`src/hdl/rlemw_pkg.sv`:
```
`timescale 1ns / 1ps

package rlemw_pkg;

	// default width of the emitted run count
	localparam int unsigned COUNT_WIDTH_DEF = 32;
	// command queue depth between front and back
	localparam int unsigned CMD_DEPTH = 4;

	localparam logic [63:0] RLE_MARKER  = 64'h0000_0000_E3A4_9A3D;
	localparam logic [31:0] LITERAL_MAX = 32'd3;

	// result slots of one command, emitted from low to high
	localparam int unsigned NUM_SLOTS = 7;
	localparam int unsigned SLOT_HDR  = 0;
	localparam int unsigned SLOT_OLD0 = 1;
	localparam int unsigned SLOT_OLD1 = 2;
	localparam int unsigned SLOT_OLD2 = 3;
	localparam int unsigned SLOT_END0 = 4;
	localparam int unsigned SLOT_END1 = 5;
	localparam int unsigned SLOT_END2 = 6;

	// one run to flush: marker/symbol/count triple or literal copies
	typedef struct packed {
		logic [63:0] symbol;
		logic [31:0] count;
		logic        triple;
	} rlemw_flush_t;

	// one classified request, handed from front to back
	typedef struct packed {
		logic [NUM_SLOTS-1:0] slot_mask;
		logic [31:0]          header;
		rlemw_flush_t         f_old;
		rlemw_flush_t         f_end;
		logic                 chunk_last;
	} rlemw_cmd_t;

endpackage

```
`src/hdl/rlemw_fifo.sv`:
```
`timescale 1ns / 1ps

module rlemw_fifo #(
	parameter int unsigned DEPTH = rlemw_pkg::CMD_DEPTH
) (
	input  logic                 clk,
	input  logic                 arst_n,
	input  logic                 push,
	input  rlemw_pkg::rlemw_cmd_t wr_cmd,
	input  logic                 pop,
	output rlemw_pkg::rlemw_cmd_t rd_cmd,
	output logic                 empty,
	output logic                 full
);
	import rlemw_pkg::*;

	localparam int unsigned PTR_W = (DEPTH > 1) ? $clog2(DEPTH) : 1;
	localparam int unsigned CNT_W = $clog2(DEPTH + 1);
	localparam logic [PTR_W-1:0] PTR_LAST = PTR_W'(DEPTH - 1);

	rlemw_cmd_t       mem_q [DEPTH];
	logic [PTR_W-1:0] wr_ptr_q;
	logic [PTR_W-1:0] rd_ptr_q;
	logic [CNT_W-1:0] count_q;

	assign empty  = (count_q == '0);
	assign full   = (count_q == CNT_W'(DEPTH));
	assign rd_cmd = mem_q[rd_ptr_q];

	// pointers and fill level
	always_ff @(posedge clk or negedge arst_n) begin
		if (!arst_n) begin
			wr_ptr_q <= '0;
			rd_ptr_q <= '0;
			count_q  <= '0;
		end else begin
			if (push) begin
				wr_ptr_q <= (wr_ptr_q == PTR_LAST) ? '0 : wr_ptr_q + 1'b1;
			end
			if (pop) begin
				rd_ptr_q <= (rd_ptr_q == PTR_LAST) ? '0 : rd_ptr_q + 1'b1;
			end
			if (push && !pop) begin
				count_q <= count_q + 1'b1;
			end else if (pop && !push) begin
				count_q <= count_q - 1'b1;
			end
		end
	end

	// entry storage
	always_ff @(posedge clk) begin
		if (push) begin
			mem_q[wr_ptr_q] <= wr_cmd;
		end
	end

endmodule

```
`src/hdl/rlemw_front.sv`:
```
`timescale 1ns / 1ps

module rlemw_front #(
	parameter int unsigned COUNT_WIDTH = rlemw_pkg::COUNT_WIDTH_DEF
) (
	input  logic                  clk,
	input  logic                  arst_n,
	input  logic                  cfg_we,
	input  logic [31:0]           cfg_wdata,
	input  logic                  in_valid,
	output logic                  in_ready,
	input  logic [63:0]           in_word,
	input  logic                  q_full,
	output logic                  push,
	output rlemw_pkg::rlemw_cmd_t cmd
);
	import rlemw_pkg::*;

	// run length never exceeds what the count field can carry
	localparam int unsigned RL_W = (COUNT_WIDTH < 32) ? COUNT_WIDTH : 32;

	logic [31:0]     chunk_words_q;
	logic [63:0]     run_symbol_q;
	logic [RL_W-1:0] run_length_q;
	logic [31:0]     words_taken_q;

	logic            accept;
	logic [31:0]     len;
	logic            first;
	logic            extend;
	logic            last;
	logic            flush_old;
	logic [63:0]     new_sym;
	logic [RL_W-1:0] new_len;
	logic            old_triple;
	logic            end_triple;

	// result slots used by one flushed run
	function automatic logic [2:0] run_slots(input logic triple, input logic [RL_W-1:0] n);
		logic [2:0] s;
		if (triple) begin
			s = 3'b111;
		end else begin
			s = {n > RL_W'(2), n > RL_W'(1), n > RL_W'(0)};
		end
		return s;
	endfunction

	assign in_ready = !q_full;
	assign accept   = in_valid && in_ready;

	// classify the incoming word against the open run
	always_comb begin
		len        = (chunk_words_q == '0) ? 32'd1 : chunk_words_q;
		first      = (words_taken_q == '0);
		extend     = !first && (in_word == run_symbol_q) && (run_length_q != '1);
		last       = ({1'b0, words_taken_q} + 33'd1) >= {1'b0, len};
		flush_old  = !first && !extend;
		new_sym    = extend ? run_symbol_q : in_word;
		new_len    = extend ? run_length_q + RL_W'(1) : RL_W'(1);
		old_triple = (run_symbol_q == RLE_MARKER) || (run_length_q > RL_W'(LITERAL_MAX));
		end_triple = (new_sym == RLE_MARKER) || (new_len > RL_W'(LITERAL_MAX));

		cmd.slot_mask    = {last ? run_slots(end_triple, new_len) : 3'b000,
		                    flush_old ? run_slots(old_triple, run_length_q) : 3'b000,
		                    first};
		cmd.header       = len;
		cmd.f_old.symbol = run_symbol_q;
		cmd.f_old.count  = 32'(run_length_q);
		cmd.f_old.triple = old_triple;
		cmd.f_end.symbol = new_sym;
		cmd.f_end.count  = 32'(new_len);
		cmd.f_end.triple = end_triple;
		cmd.chunk_last   = last;
	end

	// a word that only extends the run sends nothing
	assign push = accept && (cmd.slot_mask != '0);

	// run state and chunk length register
	always_ff @(posedge clk or negedge arst_n) begin
		if (!arst_n) begin
			chunk_words_q <= 32'd1;
			run_symbol_q  <= '0;
			run_length_q  <= '0;
			words_taken_q <= '0;
		end else begin
			if (cfg_we) begin
				chunk_words_q <= cfg_wdata;
			end
			if (accept) begin
				run_symbol_q  <= new_sym;
				run_length_q  <= last ? '0 : new_len;
				words_taken_q <= last ? '0 : words_taken_q + 32'd1;
			end
		end
	end

endmodule

```
`src/hdl/rlemw_back.sv`:
```
`timescale 1ns / 1ps

module rlemw_back (
	input  logic                  clk,
	input  logic                  arst_n,
	input  logic                  head_valid,
	input  rlemw_pkg::rlemw_cmd_t head,
	output logic                  pop,
	output logic                  out_valid,
	input  logic                  out_ready,
	output logic [63:0]           out_word,
	output logic                  out_item_last,
	output logic                  out_chunk_end
);
	import rlemw_pkg::*;

	logic [NUM_SLOTS-1:0] done_q;
	logic                 out_valid_q;
	logic [63:0]          out_word_q;
	logic                 item_last_q;
	logic                 chunk_end_q;

	logic [NUM_SLOTS-1:0] rem;
	logic [NUM_SLOTS-1:0] low;
	logic                 final_w;
	logic                 load;
	logic [63:0]          sel_word;

	// next slot of the head request, lowest first
	assign rem     = head.slot_mask & ~done_q;
	assign low     = rem & (~rem + NUM_SLOTS'(1));
	assign final_w = ((rem & ~low) == '0);
	assign load    = head_valid && (!out_valid_q || out_ready);
	assign pop     = load && final_w;

	// word carried by the selected slot
	always_comb begin
		priority if (low[SLOT_HDR]) begin
			sel_word = {32'd0, head.header};
		end else if (low[SLOT_OLD0]) begin
			sel_word = head.f_old.triple ? RLE_MARKER : head.f_old.symbol;
		end else if (low[SLOT_OLD1]) begin
			sel_word = head.f_old.symbol;
		end else if (low[SLOT_OLD2]) begin
			sel_word = head.f_old.triple ? {32'd0, head.f_old.count} : head.f_old.symbol;
		end else if (low[SLOT_END0]) begin
			sel_word = head.f_end.triple ? RLE_MARKER : head.f_end.symbol;
		end else if (low[SLOT_END1]) begin
			sel_word = head.f_end.symbol;
		end else if (low[SLOT_END2]) begin
			sel_word = head.f_end.triple ? {32'd0, head.f_end.count} : head.f_end.symbol;
		end else begin
			sel_word = '0;
		end
	end

	// slot progress and output valid
	always_ff @(posedge clk or negedge arst_n) begin
		if (!arst_n) begin
			done_q      <= '0;
			out_valid_q <= 1'b0;
		end else if (load) begin
			done_q      <= final_w ? '0 : (done_q | low);
			out_valid_q <= 1'b1;
		end else if (out_ready) begin
			out_valid_q <= 1'b0;
		end
	end

	// output payload
	always_ff @(posedge clk) begin
		if (load) begin
			out_word_q  <= sel_word;
			item_last_q <= final_w;
			chunk_end_q <= final_w && head.chunk_last;
		end
	end

	assign out_valid     = out_valid_q;
	assign out_word      = out_word_q;
	assign out_item_last = item_last_q;
	assign out_chunk_end = chunk_end_q;

endmodule

```
`src/hdl/rle_marker_word_encoder_top.sv`:
```
`timescale 1ns / 1ps

// Run-length encoder for chunks of 64-bit words with an escape marker. A new
// input word is taken every cycle while the command queue between front and
// back has room (CMD_DEPTH entries); the front compares it with the open run
// and queues a request of up to six result words. The back sends one result
// word per cycle while the output is ready, so the sustained rate is one input
// word per cycle as long as words average no more than one result each; bursts
// stall the input once the queue fills. The first result of a word passes the
// command queue and the output register. The first word of a chunk yields a
// header with the chunk length (0 counts as 1); runs of four or more, or of the
// marker word, are sent as marker, symbol, count, shorter runs as literal
// copies. m_tuser marks the last result of each input word, m_tlast the last
// result of a chunk. A chunk length written mid-chunk takes effect at once.
module rle_marker_word_encoder_top #(
	parameter int unsigned COUNT_WIDTH = rlemw_pkg::COUNT_WIDTH_DEF,
	parameter int unsigned CMD_DEPTH   = rlemw_pkg::CMD_DEPTH
) (
	input  logic        clk,
	input  logic        arst_n,
	input  logic        cfg_we,
	input  logic [31:0] cfg_wdata,  // chunk_words
	input  logic        s_tvalid,
	output logic        s_tready,
	input  logic [63:0] s_tdata,    // [63:0] word
	output logic        m_tvalid,
	input  logic        m_tready,
	output logic [63:0] m_tdata,    // [63:0] out_word
	output logic [0:0]  m_tuser,    // [0] item_last
	output logic        m_tlast     // chunk_end
);
	import rlemw_pkg::*;

	rlemw_cmd_t wr_cmd;
	rlemw_cmd_t rd_cmd;
	logic       push;
	logic       pop;
	logic       q_empty;
	logic       q_full;

	rlemw_front #(
		.COUNT_WIDTH(COUNT_WIDTH)
	) u_front (
		.clk      (clk),
		.arst_n   (arst_n),
		.cfg_we   (cfg_we),
		.cfg_wdata(cfg_wdata),
		.in_valid (s_tvalid),
		.in_ready (s_tready),
		.in_word  (s_tdata),
		.q_full   (q_full),
		.push     (push),
		.cmd      (wr_cmd)
	);

	rlemw_fifo #(
		.DEPTH(CMD_DEPTH)
	) u_fifo (
		.clk   (clk),
		.arst_n(arst_n),
		.push  (push),
		.wr_cmd(wr_cmd),
		.pop   (pop),
		.rd_cmd(rd_cmd),
		.empty (q_empty),
		.full  (q_full)
	);

	rlemw_back u_back (
		.clk          (clk),
		.arst_n       (arst_n),
		.head_valid   (!q_empty),
		.head         (rd_cmd),
		.pop          (pop),
		.out_valid    (m_tvalid),
		.out_ready    (m_tready),
		.out_word     (m_tdata),
		.out_item_last(m_tuser[0]),
		.out_chunk_end(m_tlast)
	);

endmodule

```
`config.mk`:
```
export PLATFORM = sky130hd
export DESIGN_NAME = rle_marker_word_encoder_top
export DESIGN_NICKNAME = d
export VERILOG_FILES = /design/src/hdl/rlemw_pkg.sv /design/src/hdl/rlemw_fifo.sv /design/src/hdl/rlemw_front.sv /design/src/hdl/rlemw_back.sv /design/src/hdl/rle_marker_word_encoder_top.sv
export SDC_FILE = /design/constraint.sdc
export NUM_CORES = 1
export LEC_CHECK = 0
export BUFFER_PORTS_ARGS = -buffer_cell sky130_fd_sc_hd__clkbuf_2
export CORE_MARGIN = 2
export CORE_UTILIZATION = 30
export DETAILED_ROUTE_END_ITERATION = 10
export GPL_TIMING_DRIVEN = 0
export PLACE_DENSITY = 0.45
export SLEW_MARGIN = 20
export SYNTH_ARGS = -nofsm -noshare
export SYNTH_HDL_FRONTEND = slang
export SYNTH_HIERARCHICAL = 1
export SYNTH_SLANG_ARGS = --single-unit
export TNS_END_PERCENT = 10
```
`constraint.sdc`:
```
create_clock -name clk -period 13.7 [get_ports clk]
set_input_delay 2.055 -clock clk [delete_from_list [all_inputs] [get_ports clk]]
set_output_delay 2.055 -clock clk [all_outputs]
set_load 0.03 [all_outputs]
```
## After elaboration in Yosys (flattened, before gate mapping)

Memories as Yosys holds them, arrays and structs flattened.
Index checks and enable logic that the tools add are counted.

| storage, ports and cells | value |
|---|---|
| flip-flop bits (word level) | 241 |
| latch bits | 0 |
| RAM bits | 936 |
| memory bits (read-only) | 0 |
| output and inout bits | 68 |
| memories kept | 1 |

| cells by class | value |
|---|---|
| add/sub/neg operators | 8 |
| multipliers | 0 |
| div/mod/pow operators | 0 |
| magnitude comparators | 9 |
| eq/ne operators | 7 |
| shift-type cells | 0 |
| mux-type cells | 29 |
| bitwise logic cells | 7 |
| reductions and logical operators | 27 |

Memory list:

| name | words | bits a word | rd ports | clocked after memory_dff | write ports | line | source |
|---|---|---|---|---|---|---|---|
| u_fifo.mem_q | 4 | 234 | 1 | 0 | 1 | rlemw_fifo.sv:21 | `rlemw_cmd_t mem_q [DEPTH];` |

Operators with widths:

| cell | count |
|---|---|
| $mux 64 | 11 |
| $mux 32 | 5 |
| $eq 64x32->1 const B | 2 |
| $gt 32x1->1 const B | 4 |
| $gt 32x2->1 const B | 4 |
| $add 32x1->32 const B | 2 |
| $eq 64x64->1 | 1 |
| $logic_not 32->1 | 2 |
| $add 32x1->33 const B | 1 |
| $ge 33x32->1 | 1 |
| $ne 32x32->1 const B | 1 |
| $and 7x7->7 | 3 |
| $not 7->7 | 3 |
| $mux 3 | 6 |
| $logic_and 1x1->1 | 10 |
| $add 7x1->7 const B | 1 |
| $logic_not 1->1 | 7 |
| $logic_not 7->1 | 1 |
| $mux 7 | 1 |
| $or 7x7->7 | 1 |
| $reduce_bool 7->1 | 1 |
| $add 2x1->2 const B | 2 |
| $eq 2x2->1 const B | 2 |
| $mux 1 | 4 |
| other kinds (7) | 11 |

## Depth between registers and ports, before layout

Gate-level depths: netlist (run 1).

| depth | value |
|---|---|
| depth in word-level cells | 15 |
| gate-level depth with buffers | 23 |

## Cells and area by module

The synthesis (run 1) kept the hierarchy.

Modules (own cells, without submodules):

| module | times used | cells each | area each (um^2) | seq. area each (um^2) |
|---|---|---|---|---|
| rlemw_fifo | 1 | 1,259 | 34,095.2 | 28,282.1 |
| rlemw_front | 1 | 1,397 | 11,029.3 | 4,005.1 |
| rlemw_back | 1 | 450 | 4,516.8 | 2,182.1 |
| rle_marker_word_encoder_top | 1 | 1 | 3.8 | 0.0 |

## Least setup slack after synthesis (run 1)

No wires, ideal clock.

| timing path | value |
|---|---|
| kind | flip-flop to flip-flop |
| from | register u_front.words_taken_q[10] |
| to | memory u_fifo/mem_q[1][0] (netlist bit) (enable) |
| data arrival time | 9.469 ns |
| required time | 13.077 ns |
| setup slack | 3.608 ns |
| cell stages (with the launch flop) | 19 |
| path buffers | 3 |
| period minus slack after synthesis | 10.092 ns |
| path through | dfrtp_1 > and2_1 > nand4_1 > or4_1 > clkbuf_1 > nor3_1 > nand2_1 > xnor2_1 > ha_1 > nand4_1 > nor4_1 > nor4_1 > o211ai_1 > o211ai_1 > and2_1 > buf_6 > buf_6 > o31ai_1 > and2_1 |

| on the way | value |
|---|---|
| longest elaborated chain between the ends | 13 |
| elaborated cells between the ends (all ways) | 23 |
| classes of those cells | add/sub: 1; order compare: 5; eq/ne: 1; mux: 7; reduce/logical: 9 |

RTL lines:

| element | line | source |
|---|---|---|
| start: declaration | rlemw_front.sv:25 | `logic [31:0] words_taken_q;` |
| start signal: assignment | rlemw_front.sv:94 | `words_taken_q <= last ? '0 : words_taken_q + 32'd1;` |
| branches (longest 9 deep; another with $add 32x1->33) | - |  |
| $reduce_bool 7->1 (*) | rlemw_front.sv:78 | `assign push = accept && (cmd.slot_mask != '0);` |
| $logic_and 1x1->1 (*) | rlemw_front.sv:78 |  |
| via push | rle_marker_word_encoder_top.sv:36 | `logic push;` |
| $mux 1 (*) | rlemw_fifo.sv:53 | `if (push) begin` |
| $mux 1 (implied by the code) (*) | rlemw_fifo.sv:54 | `mem_q[wr_ptr_q] <= wr_cmd;` |
| end: declaration | rlemw_fifo.sv:21 |  |

Mark *: on every way through the listed nets, which the timed path passes.

## Final worst setup path (run 1)

| timing path | value |
|---|---|
| from | register u_front.words_taken_q[0] |
| to | memory u_fifo/mem_q[3][121] (netlist bit) (enable) |

Same word-level chain as after synthesis.

==> results of run 1 <==
==> logic make-up (layout without fill, tap and decap cells) <==
kind of cell / Yosys count / after routing / synth area share (%)
AO/OA/AOI/OAI: 395 / 395 / 5.37
adder cells (fa/ha/maj): 46 / 46 / 1.17
buffers and inverters: 328 / 773 / 2.98
AND/OR/NAND/NOR: 778 / 778 / 7.74
flip-flops: 1177 / 1177 / 69.4
multiplexers: 254 / 254 / 11.0
XOR/XNOR: 129 / 129 / 2.28
other: 0 / 9 / 0
==> Yosys cell counts (60+ instances only) <==
library cell / n
buf_2: 60
edfxtp_1: 1002
a21oi_1: 62
dfrtp_1: 174
nand2_1: 359
nor2_1: 92
nor4_1: 72
o21ai_0: 126
mux4_2: 234
clkbuf_1: 161
xor2_1: 75
==> per-stage QoR <==
stage               hold slack, ps  setup TNS (ps)  cells  power, mW
floorplan                      456               0   3107       7.88
global placement               478        -3709690   5463       10.0
detailed placement             476               0   5492       9.89
CTS                            489               0   5741       13.5
global route                   506               0   5742       13.9
finish                         490               0   5750       13.3
==> routing by layer <==
layer / vias up / share of wire, % / routed length (µm)
li1: 12800 / - / -
met1: 15500 / 45 / 71700
met2: 858 / 47 / 75100
met3: 200 / 4.8 / 7670
met4: 8 / 3.0 / 4780
met5: - / 0.036 / 57
==> worst max-delay path, delay by kind of cell, from the launching register on <==
kind,cells,cell delay [ps]
AND/OR/NAND/NOR,10,3360
AO/OA/AOI/OAI,3,1490
buffers and inverters,6,1380
flip-flops,1,480
adder cells (fa/ha/maj),1,300
XOR/XNOR,1,170
==> power groups by stage <==
stage / clock network [mW] / registers (mW) / logic, mW
global placement: 0 / 5.51 / 4.54
finish: 3.54 / 5.16 / 4.63
detailed placement: 0 / 5.23 / 4.66
global route: 3.77 / 5.23 / 4.89
floorplan: 0 / 5.46 / 2.42
CTS: 3.63 / 5.17 / 4.68
==> area by class of cell <==
type	instances	share of cell area, %
antenna	9	0.0386
timing repair buffer	196	2.67
multi-input combinational	1602	23.6
tap	2189	4.69
clock inverter	52	0.836
sequential	1177	59.1
buffer	272	2.18
inverter	56	0.371
clock buffer	197	6.59
==> worst max path at each step <==
stage                                                from                        endpoint  depth (start not counted)
finish               u_front/words_taken_q[0]$_DFFE_PN0P_  u_fifo/mem_q[3][121]$_DFFE_PP_                         21
global route        u_front/words_taken_q[10]$_DFFE_PN0P_  u_fifo/mem_q[3][121]$_DFFE_PP_                         21
CTS                 u_front/words_taken_q[10]$_DFFE_PN0P_  u_fifo/mem_q[3][121]$_DFFE_PP_                         21
detailed placement  u_front/words_taken_q[10]$_DFFE_PN0P_   u_fifo/mem_q[3][53]$_DFFE_PP_                         21
global placement                              s_tdata[23]  u_fifo/mem_q[1][151]$_DFFE_PP_                          8
floorplan           u_front/words_taken_q[10]$_DFFE_PN0P_    u_fifo/mem_q[1][0]$_DFFE_PP_                         18
==> cells in the final DEF (no fill, tap or decap), types with 25 or more instances in the layout <==
master / netlist / routed
xnor2_1: 54 / 54
o211ai_1: 25 / 25
edfxtp_1: 1002 / 1002
nor2_1: 92 / 91
mux4_2: 234 / 234
nor4_1: 72 / 70
nor3_1: 47 / 46
ha_1: 44 / 44
clkbuf_1: 161 / 203
clkbuf_2: 4 / 172
nand2_1: 359 / 359
buf_2: 60 / 62
xor2_1: 75 / 75
a22o_1: 41 / 41
a21oi_1: 62 / 62
dfrtp_1: 174 / 174
buf_4: 29 / 29
nand3_1: 42 / 42
inv_1: 54 / 53
o21ai_0: 126 / 126
nand4_1: 49 / 49
a221oi_1: 31 / 31
clkbuf_16: 0 / 140
==> state kept, by name, indices dropped and copies added, names as in the netlist <==
signal / flops
u_fifo/rd_ptr_q: 2
u_back/out_word: 64
u_back/out_chunk_end: 1
u_front/run_length_q: 32
u_front/words_taken_q: 32
u_fifo/count_q: 3
u_fifo/wr_ptr_q: 2
u_back/out_item_last: 1
u_back/done_q: 7
u_front/chunk_words_q: 32
u_front/run_symbol_q: 64
u_fifo/mem_q: 936
u_back/out_valid: 1
==> results.md, run 1 <==
- CP max FO: just over 40
- Top post-synthesis cells by area: edfxtp_1 61%, mux4_2 11%, dfrtp_1 8.8%, nand2_1 2.7%, xor2_1 1.3%
- Post-route DRC violation count: 0
- Clock latency on the worst-skew pair: 760 ps
- GRT Max-Usage Layer: met2
- EDFF count, synth: 1002
- Worst-path cell chain: and3_1 > nand3_1 > or4_1 > clkbuf_1 > nor3_1 > nand2_1 > xnor2_1 > ha_1 > nand4_1 > nor4_1 > nor4_1 > o211ai_1 > o211ai_1 > and2_1 > buf_6 > buf_6 > o31ai_2 > and2_4 > buf_16 > buf_16 > buf_16
- Wire per inst: between 20 and 30 µm
- Count of pins over their slew limit: 0
- DP Worst Slack: 6040 ps
- VDD IR max: 0.147 mV
- WP data arrival: roughly 8100 ps
- Sequential area share after synthesis: 69.4%
- Synth async-reset ratio: 14.9%
- GRT Overall Usage: 18.8%
- R2R depth: 21
- Max-cap violations: 0
- Setup Viol. Count Final: 0
- Critical path's slowest cell: o31ai_2
- CTS tree: built
- Maximum clock rate: 0.130 GHz
- Ys Warns: 6
- Setup ws final: 6030 ps
- Hold Startpoint: u_fifo/count_q[2]$_DFFE_PN0P_
- Predominant post-synthesis flop cell: edfxtp_1
- Placer's final routability congestion estimate: approximately 0.9
- Post-detail-place hpwl: around 120000 µm
- P_int: 8.45 mW
- Combinational share of power: 34.8%
- Setup Buffers After CTS: 0
- Sw Ratio: 36.6%
- RSZ-0062 raised after global routing: false
- Hold Crit Class: register to register
- Req. time, crit path: about 14000 ps
- Largest net degree at the start of global routing: 72
- Slew margin rel.: around a fifth
- Final hold violations: 0
- Synth-to-Final Area Change: 17.6%
- Synthesized area per cell: 16.0 µm²
- Clock root buffer: clkbuf_16
- PortBufs: between 150 and 200
- First-pass iteration count of the detailed router: 6
- Clock network power share: 26.5%
- First-pass GRT wire length: 226000 µm
- Hold_buf cts: 0
- Worst-Margin Slew: 1210 ps
- Clock Skews: about 29 ps
- Met1 usage: 26.3%
- Top cell by count, worst path: buf_16
- Std cell rows: 149
- Core footprint: 165000 µm²
- Antenna-violating nets left: 0
- Filler cells: 15700
- Initial cell density of the core: 30.2%
- Die width: 411 µm
- Register Area: ~34000 µm²
- Met2 usage: 30.0%
- Number of nets in the layout: approximately 3600
- Startpoint types: register
- Cell area after layout: between 50000 and 60000 µm²
- Clk sink count: 1177
- DP Area: 54000 µm²
- Total CTS buffers: around 140
- Number of synthesized register bits: 1177
- Die height: 411 µm
- 1st-iter DRT viols: ~3200
- Overflow after GRT: 0
- Die Area: 169000 µm²
- Ports: 169
- H-tree Lvls: 4
- P per Cell Area: 228 nW/µm²
- Period utilization: 56.0%
- Yosys top cell area share: between 60% and 70%
- Via density: 5.10
- Area taken by multi-input logic gates: 13800 µm²
- Vias: 29300
- Leading area contributor after synthesis: edfxtp_1
- Initial antenna violation count: 11
- Reg2reg setup slack: just over 6000 ps
- Distinct cell type count after synthesis: between 90 and 100
- Sequential share of power: 38.7%
- Outcome: complete, no violations
- Final Util: between 30% and 40%
- Reg-to-reg endpoint: u_fifo/mem_q[3][121]$_DFFE_PP_
- Critical Path End Type: register
- Minimum clock period: 7670 ps
- Reg2Reg Launch Point: u_front/words_taken_q[0]$_DFFE_PN0P_
- Crit Path Class: register to register
- GRT met3 Usage: 2.78%
- LEAKAGE: 19.7 nW
- Mapped Cells: 3107
- Critical path's largest stage delay: 770 ps
- WHS Endpoint: u_fifo/count_q[2]$_DFFE_PN0P_
- Post-CTS Resized: 0
- Longest Clk Path Bufs: 3
- Share of cells above drive strength 1: 22.1%
- Final WL: 159000 µm
- Clock Pin Slew Worst Setup and Hold Paths: approximately 60 ps
- Psw: about 4.9 mW
- Vias in the first global route: 29400
- Hold path depth: 1
- Mapped cell area: 49600 µm²
- Post-Syn Nets: 3253
Note: power is estimated with default switching activity, not from simulation.
==> run 2, diff against run 1 <==
Settings changed: ABC_AREA from default to 1.
Clock period 13.7 ns to 7.4 ns, I/O delays scaled along.
==> run 2 against run 1 <==
Against the previous run: power grew 130%; clock skew decreased by 3.5 ps; synthesized cell count is 77% higher; sequential power rose by 100%.
==> results.md, run 2 <==
- Sw Ratio: 45.1% (was 36.6%)
- Initial antenna violation count: 10 (was 11)
- Crit Path Class: register to register (unchanged)
- WP data arrival: 7520 ps (was 8080 ps)
- Clock Skews: 25.4 ps (was 28.9 ps)
- Post-CTS Resized: 0 (unchanged)
- First-pass iteration count of the detailed router: 6 (unchanged)
- Reg2Reg Launch Point: u_front/run_length_q[0]$_DFFE_PN0P_ (was u_front/words_taken_q[0]$_DFFE_PN0P_)
- Leading area contributor after synthesis: edfxtp_1 (unchanged)
- Max-cap violations: 0 (unchanged)
- Predominant post-synthesis flop cell: edfxtp_1 (unchanged)
- Psw: 14.1 mW (was 4.88 mW)
- Count leader, synth: nand2_1 (was edfxtp_1)
- Combinational share of power: 45.4% (was 34.8%)
- Clk sink count: 1177 (unchanged)
- GRT met3 Usage: 2.86% (was 2.78%)
- Post-detail-place hpwl: 150000 µm (was 116000 µm)
- Share of cells above drive strength 1: 10.9% (was 22.1%)
- Setup Buffers After CTS: 0 (unchanged)
- Synth async-reset ratio: 14.9% (unchanged)
- Clock root buffer: clkbuf_16 (unchanged)
- Hold Crit Class: input port to async pin (was register to register)
- Mapped cell area: 55700 µm² (was 49600 µm²)
- Post-Syn Nets: 5640 (was 3253)
- Biggest register: u_fifo/mem_q (unchanged)
- Yosys top cell area share: 54.0% (was 60.6%)
- Die Area: 189000 µm² (was 169000 µm²)
- Critical path origin: u_front/run_length_q[0]$_DFFE_PN0P_ (was u_front/words_taken_q[0]$_DFFE_PN0P_)
- Mapped Cells: 5494 (was 3107)
- EDFF count, synth: 1002 (unchanged)
- Antenna-violating nets left: 0 (unchanged)
- Synth top cells by count: 1495 x nand2_1, 1002 x edfxtp_1, 808 x inv_1, 473 x o211ai_1, 253 x nor2_1 (was 1002 x edfxtp_1, 359 x nand2_1, 234 x mux4_2, 174 x dfrtp_1, 161 x clkbuf_1)
- P_int: 17.2 mW (was 8.45 mW)
- Sequential area share after synthesis: 61.9% (was 69.4%)
- Initial cell density of the core: 30.1% (was 30.2%)
- VDD IR max: 0.248 mV (was 0.147 mV)
- Distinct cell type count after synthesis: 51 (was 94)
- Period utilization: 96.0% (was 56.0%)
- Largest register FFs: 936 (unchanged)
- Final WL: 206000 µm (was 159000 µm)
- RSZ-0062 raised after global routing: false (unchanged)
- CP max FO: 64 (was 41)
- Final Util: 35.0% (was 35.5%)
- Count of pins over their slew limit: 0 (unchanged)
- Longest Clk Path Bufs: 3 (unchanged)
- Filler cells: 18700 (was 15700)
- Ys Warns: 6 (unchanged)
- Number of nets in the layout: 5971 (was 3586)
- Top post-synthesis cells by area: edfxtp_1 54%, nand2_1 10%, dfrtp_1 7.8%, o211ai_1 6.4%, inv_1 5.4% (was edfxtp_1 61%, mux4_2 11%, dfrtp_1 8.8%, nand2_1 2.7%, xor2_1 1.3%)
- Most common cell after layout, fill and taps aside: nand2_1 (was edfxtp_1)
- Met2 usage: 35.2% (was 30.0%)
- Clock latency on the worst-skew pair: 800 ps (was 760 ps)
- Sequential share of power: 33.2% (was 38.7%)
- Die height: 435 µm (was 411 µm)
- GRT Overall Usage: 21.4% (was 18.8%)
- CTS tree: built (unchanged)
- Clock network power share: 21.5% (was 26.5%)
- Placer's final routability congestion estimate: 0.930 (was 0.900)
- Via density: 4.86 (was 5.10)
- Largest net degree at the start of global routing: 75 (was 72)
- Synthesized area per cell: 10.1 µm² (was 16.0 µm²)
- Critical Path End Type: register (unchanged)
- Area taken by multi-input logic gates: 15800 µm² (was 13800 µm²)
- Setup Viol. Count Final: 0 (unchanged)
- Final hold violations: 0 (unchanged)
- First-pass GRT wire length: 291000 µm (was 226000 µm)
- Setup ws final: 297 ps (was 6030 ps)
- Ports: 169 (unchanged)
- Hold_buf cts: 0 (unchanged)
- LEAKAGE: 26.5 nW (was 19.7 nW)
- Setup TNS: 0 ps (unchanged)
- Std cell rows: 158 (was 149)
- Synth-to-Final Area Change: 16.2% (was 17.6%)
- PortBufs: 167 (unchanged)
- Startpoint types: register (unchanged)
- H-tree Lvls: 4 (unchanged)
- Vias in the first global route: 39000 (was 29400)
- Number of synthesized register bits: 1177 (unchanged)
- Req. time, crit path: 7820 ps (was 14120 ps)
- Overflow after GRT: 0 (unchanged)
- 1st-iter DRT viols: 3469 (was 3214)
- Met1 usage: 28.1% (was 26.3%)
- Total CTS buffers: 139 (was 135)
- Wire per inst: 24.4 µm (was 27.7 µm)
- Register Area: 34500 µm² (unchanged)
- P per Cell Area: 484 nW/µm² (was 228 nW/µm²)
- Slew margin rel.: 21.8% (was 18.8%)
- Worst hold slack: 238 ps (was 490 ps)
- DP Worst Slack: 113 ps (was 6040 ps)
- Clock Pin Slew Worst Setup and Hold Paths: 60 ps (about the same)
- Minimum clock period: 7100 ps (was 7670 ps)
- GRT Max-Usage Layer: met2 (unchanged)
- Highest-count cells in the layout ignoring fill and taps: 1495 x nand2_1, 1002 x edfxtp_1, 803 x inv_1 (was 1002 x edfxtp_1, 359 x nand2_1, 234 x mux4_2)
- Post-route DRC violation count: 0 (unchanged)
- Maximum clock rate: 0.141 GHz (was 0.130 GHz)
- Vias: 41000 (was 29300)
- Outcome: complete, no violations (unchanged)
- Core footprint: 185000 µm² (was 165000 µm²)
- Die width: 435 µm (was 411 µm)
- Worst-Margin Slew: 1170 ps (was 1210 ps)
-- run 2: changes by cell type in the layout (fill, tap and decap cells not counted), moves of 31 or more --
| cell | change |
|---|---|
| nand2_1 | +1136 |
| inv_1 | +750 |
| o211ai_1 | +448 |
| mux4_2 | -234 |
| nor2_1 | +162 |
| nand3_1 | +133 |
| nand4_1 | +87 |
| buf_6 | +84 |
| o21ai_1 | +53 |
| o21ai_0 | +44 |
| a22o_1 | -41 |
| nor4_1 | -31 |
-- run 2: stage by stage --
step | instance area, µm² | instances | power (mW)
global placement | 59700 | 8141 | 25.1
floorplan | 55700 | 5494 | 18.5
global route | 64700 | 8421 | 32.9
CTS | 64700 | 8420 | 31.6
finish | 64700 | 8427 | 31.3
detailed placement | 60300 | 8164 | 24.8
-- run 2: final timing paths --
kind	end	slack [ps]	depth (start not counted)
hold / removal	u_front/run_length_q[12]$_DFFE_PN0P_	240	1
hold reg to reg	u_back/done_q[6]$_DFFE_PN0P_	490	2
max in group asynchronous	u_front/run_symbol_q[52]$_DFFE_PN0P_	5970	3
setup reg to reg	u_fifo/mem_q[1][81]$_DFFE_PP_	300	22
min in group clk	u_back/done_q[6]$_DFFE_PN0P_	490	2
setup / recovery	u_fifo/mem_q[1][81]$_DFFE_PP_	300	22
-- run 2: power by group through the flow --
stage               clock network (mW)  logic, mW  registers [mW]
floorplan                            0       7.49            11.0
global placement                     0       14.0            11.2
detailed placement                   0       14.3            10.5
CTS                               6.88       14.3            10.4
global route                      7.15       15.2            10.6
finish                            6.72       14.2            10.4
-- run 2: cell families after synthesis --
kind of cell | synth area share, %
DFF | 61.9
buffers and inverters | 9.72
AOI/OAI and AO/OA | 8.94
and+or+nand+nor | 17.1
adders and majority gates | 1.02
xor gates and xnor gates | 1.40
-- run 2: layer usage --
metal	part of all wire, %	up-vias
li1	-	19200
met1	43	20200
met2	47	1209
met3	4.9	333
met4	4.7	6
met5	0.017	-
-- run 2: final cells by class --
cell class,count,share of cell area [%]
Inverter,826,4.84
Timing Repair Buffer,190,2.17
Sequential cell,1177,53.3
Clock inverter,64,1.01
Tap cell,2480,4.79
Multi-Input combinational cell,3129,24.5
Buffer,362,3.57
Antenna cell,7,0.0271
Clock buffer,192,5.87
-- run 2: worst max-delay path, cell delays in order (launching register included) --
cell,delay [ps]
dfrtp_1,680
ha_1,450
nand2_2,140
nor2_1,100
nand2_2,120
nor2_4,70
nand3_1,320
nand3_1,150
nor2_2,660
nand2_4,150
buf_6,210
nor2_1,470
nor2_1,110
nand3_1,170
nor2_1,80
nand3_1,70
nand2_1,90
a21oi_1,700
nand2_1,300
inv_8,380
buf_16,360
buf_16,350
buf_16,370
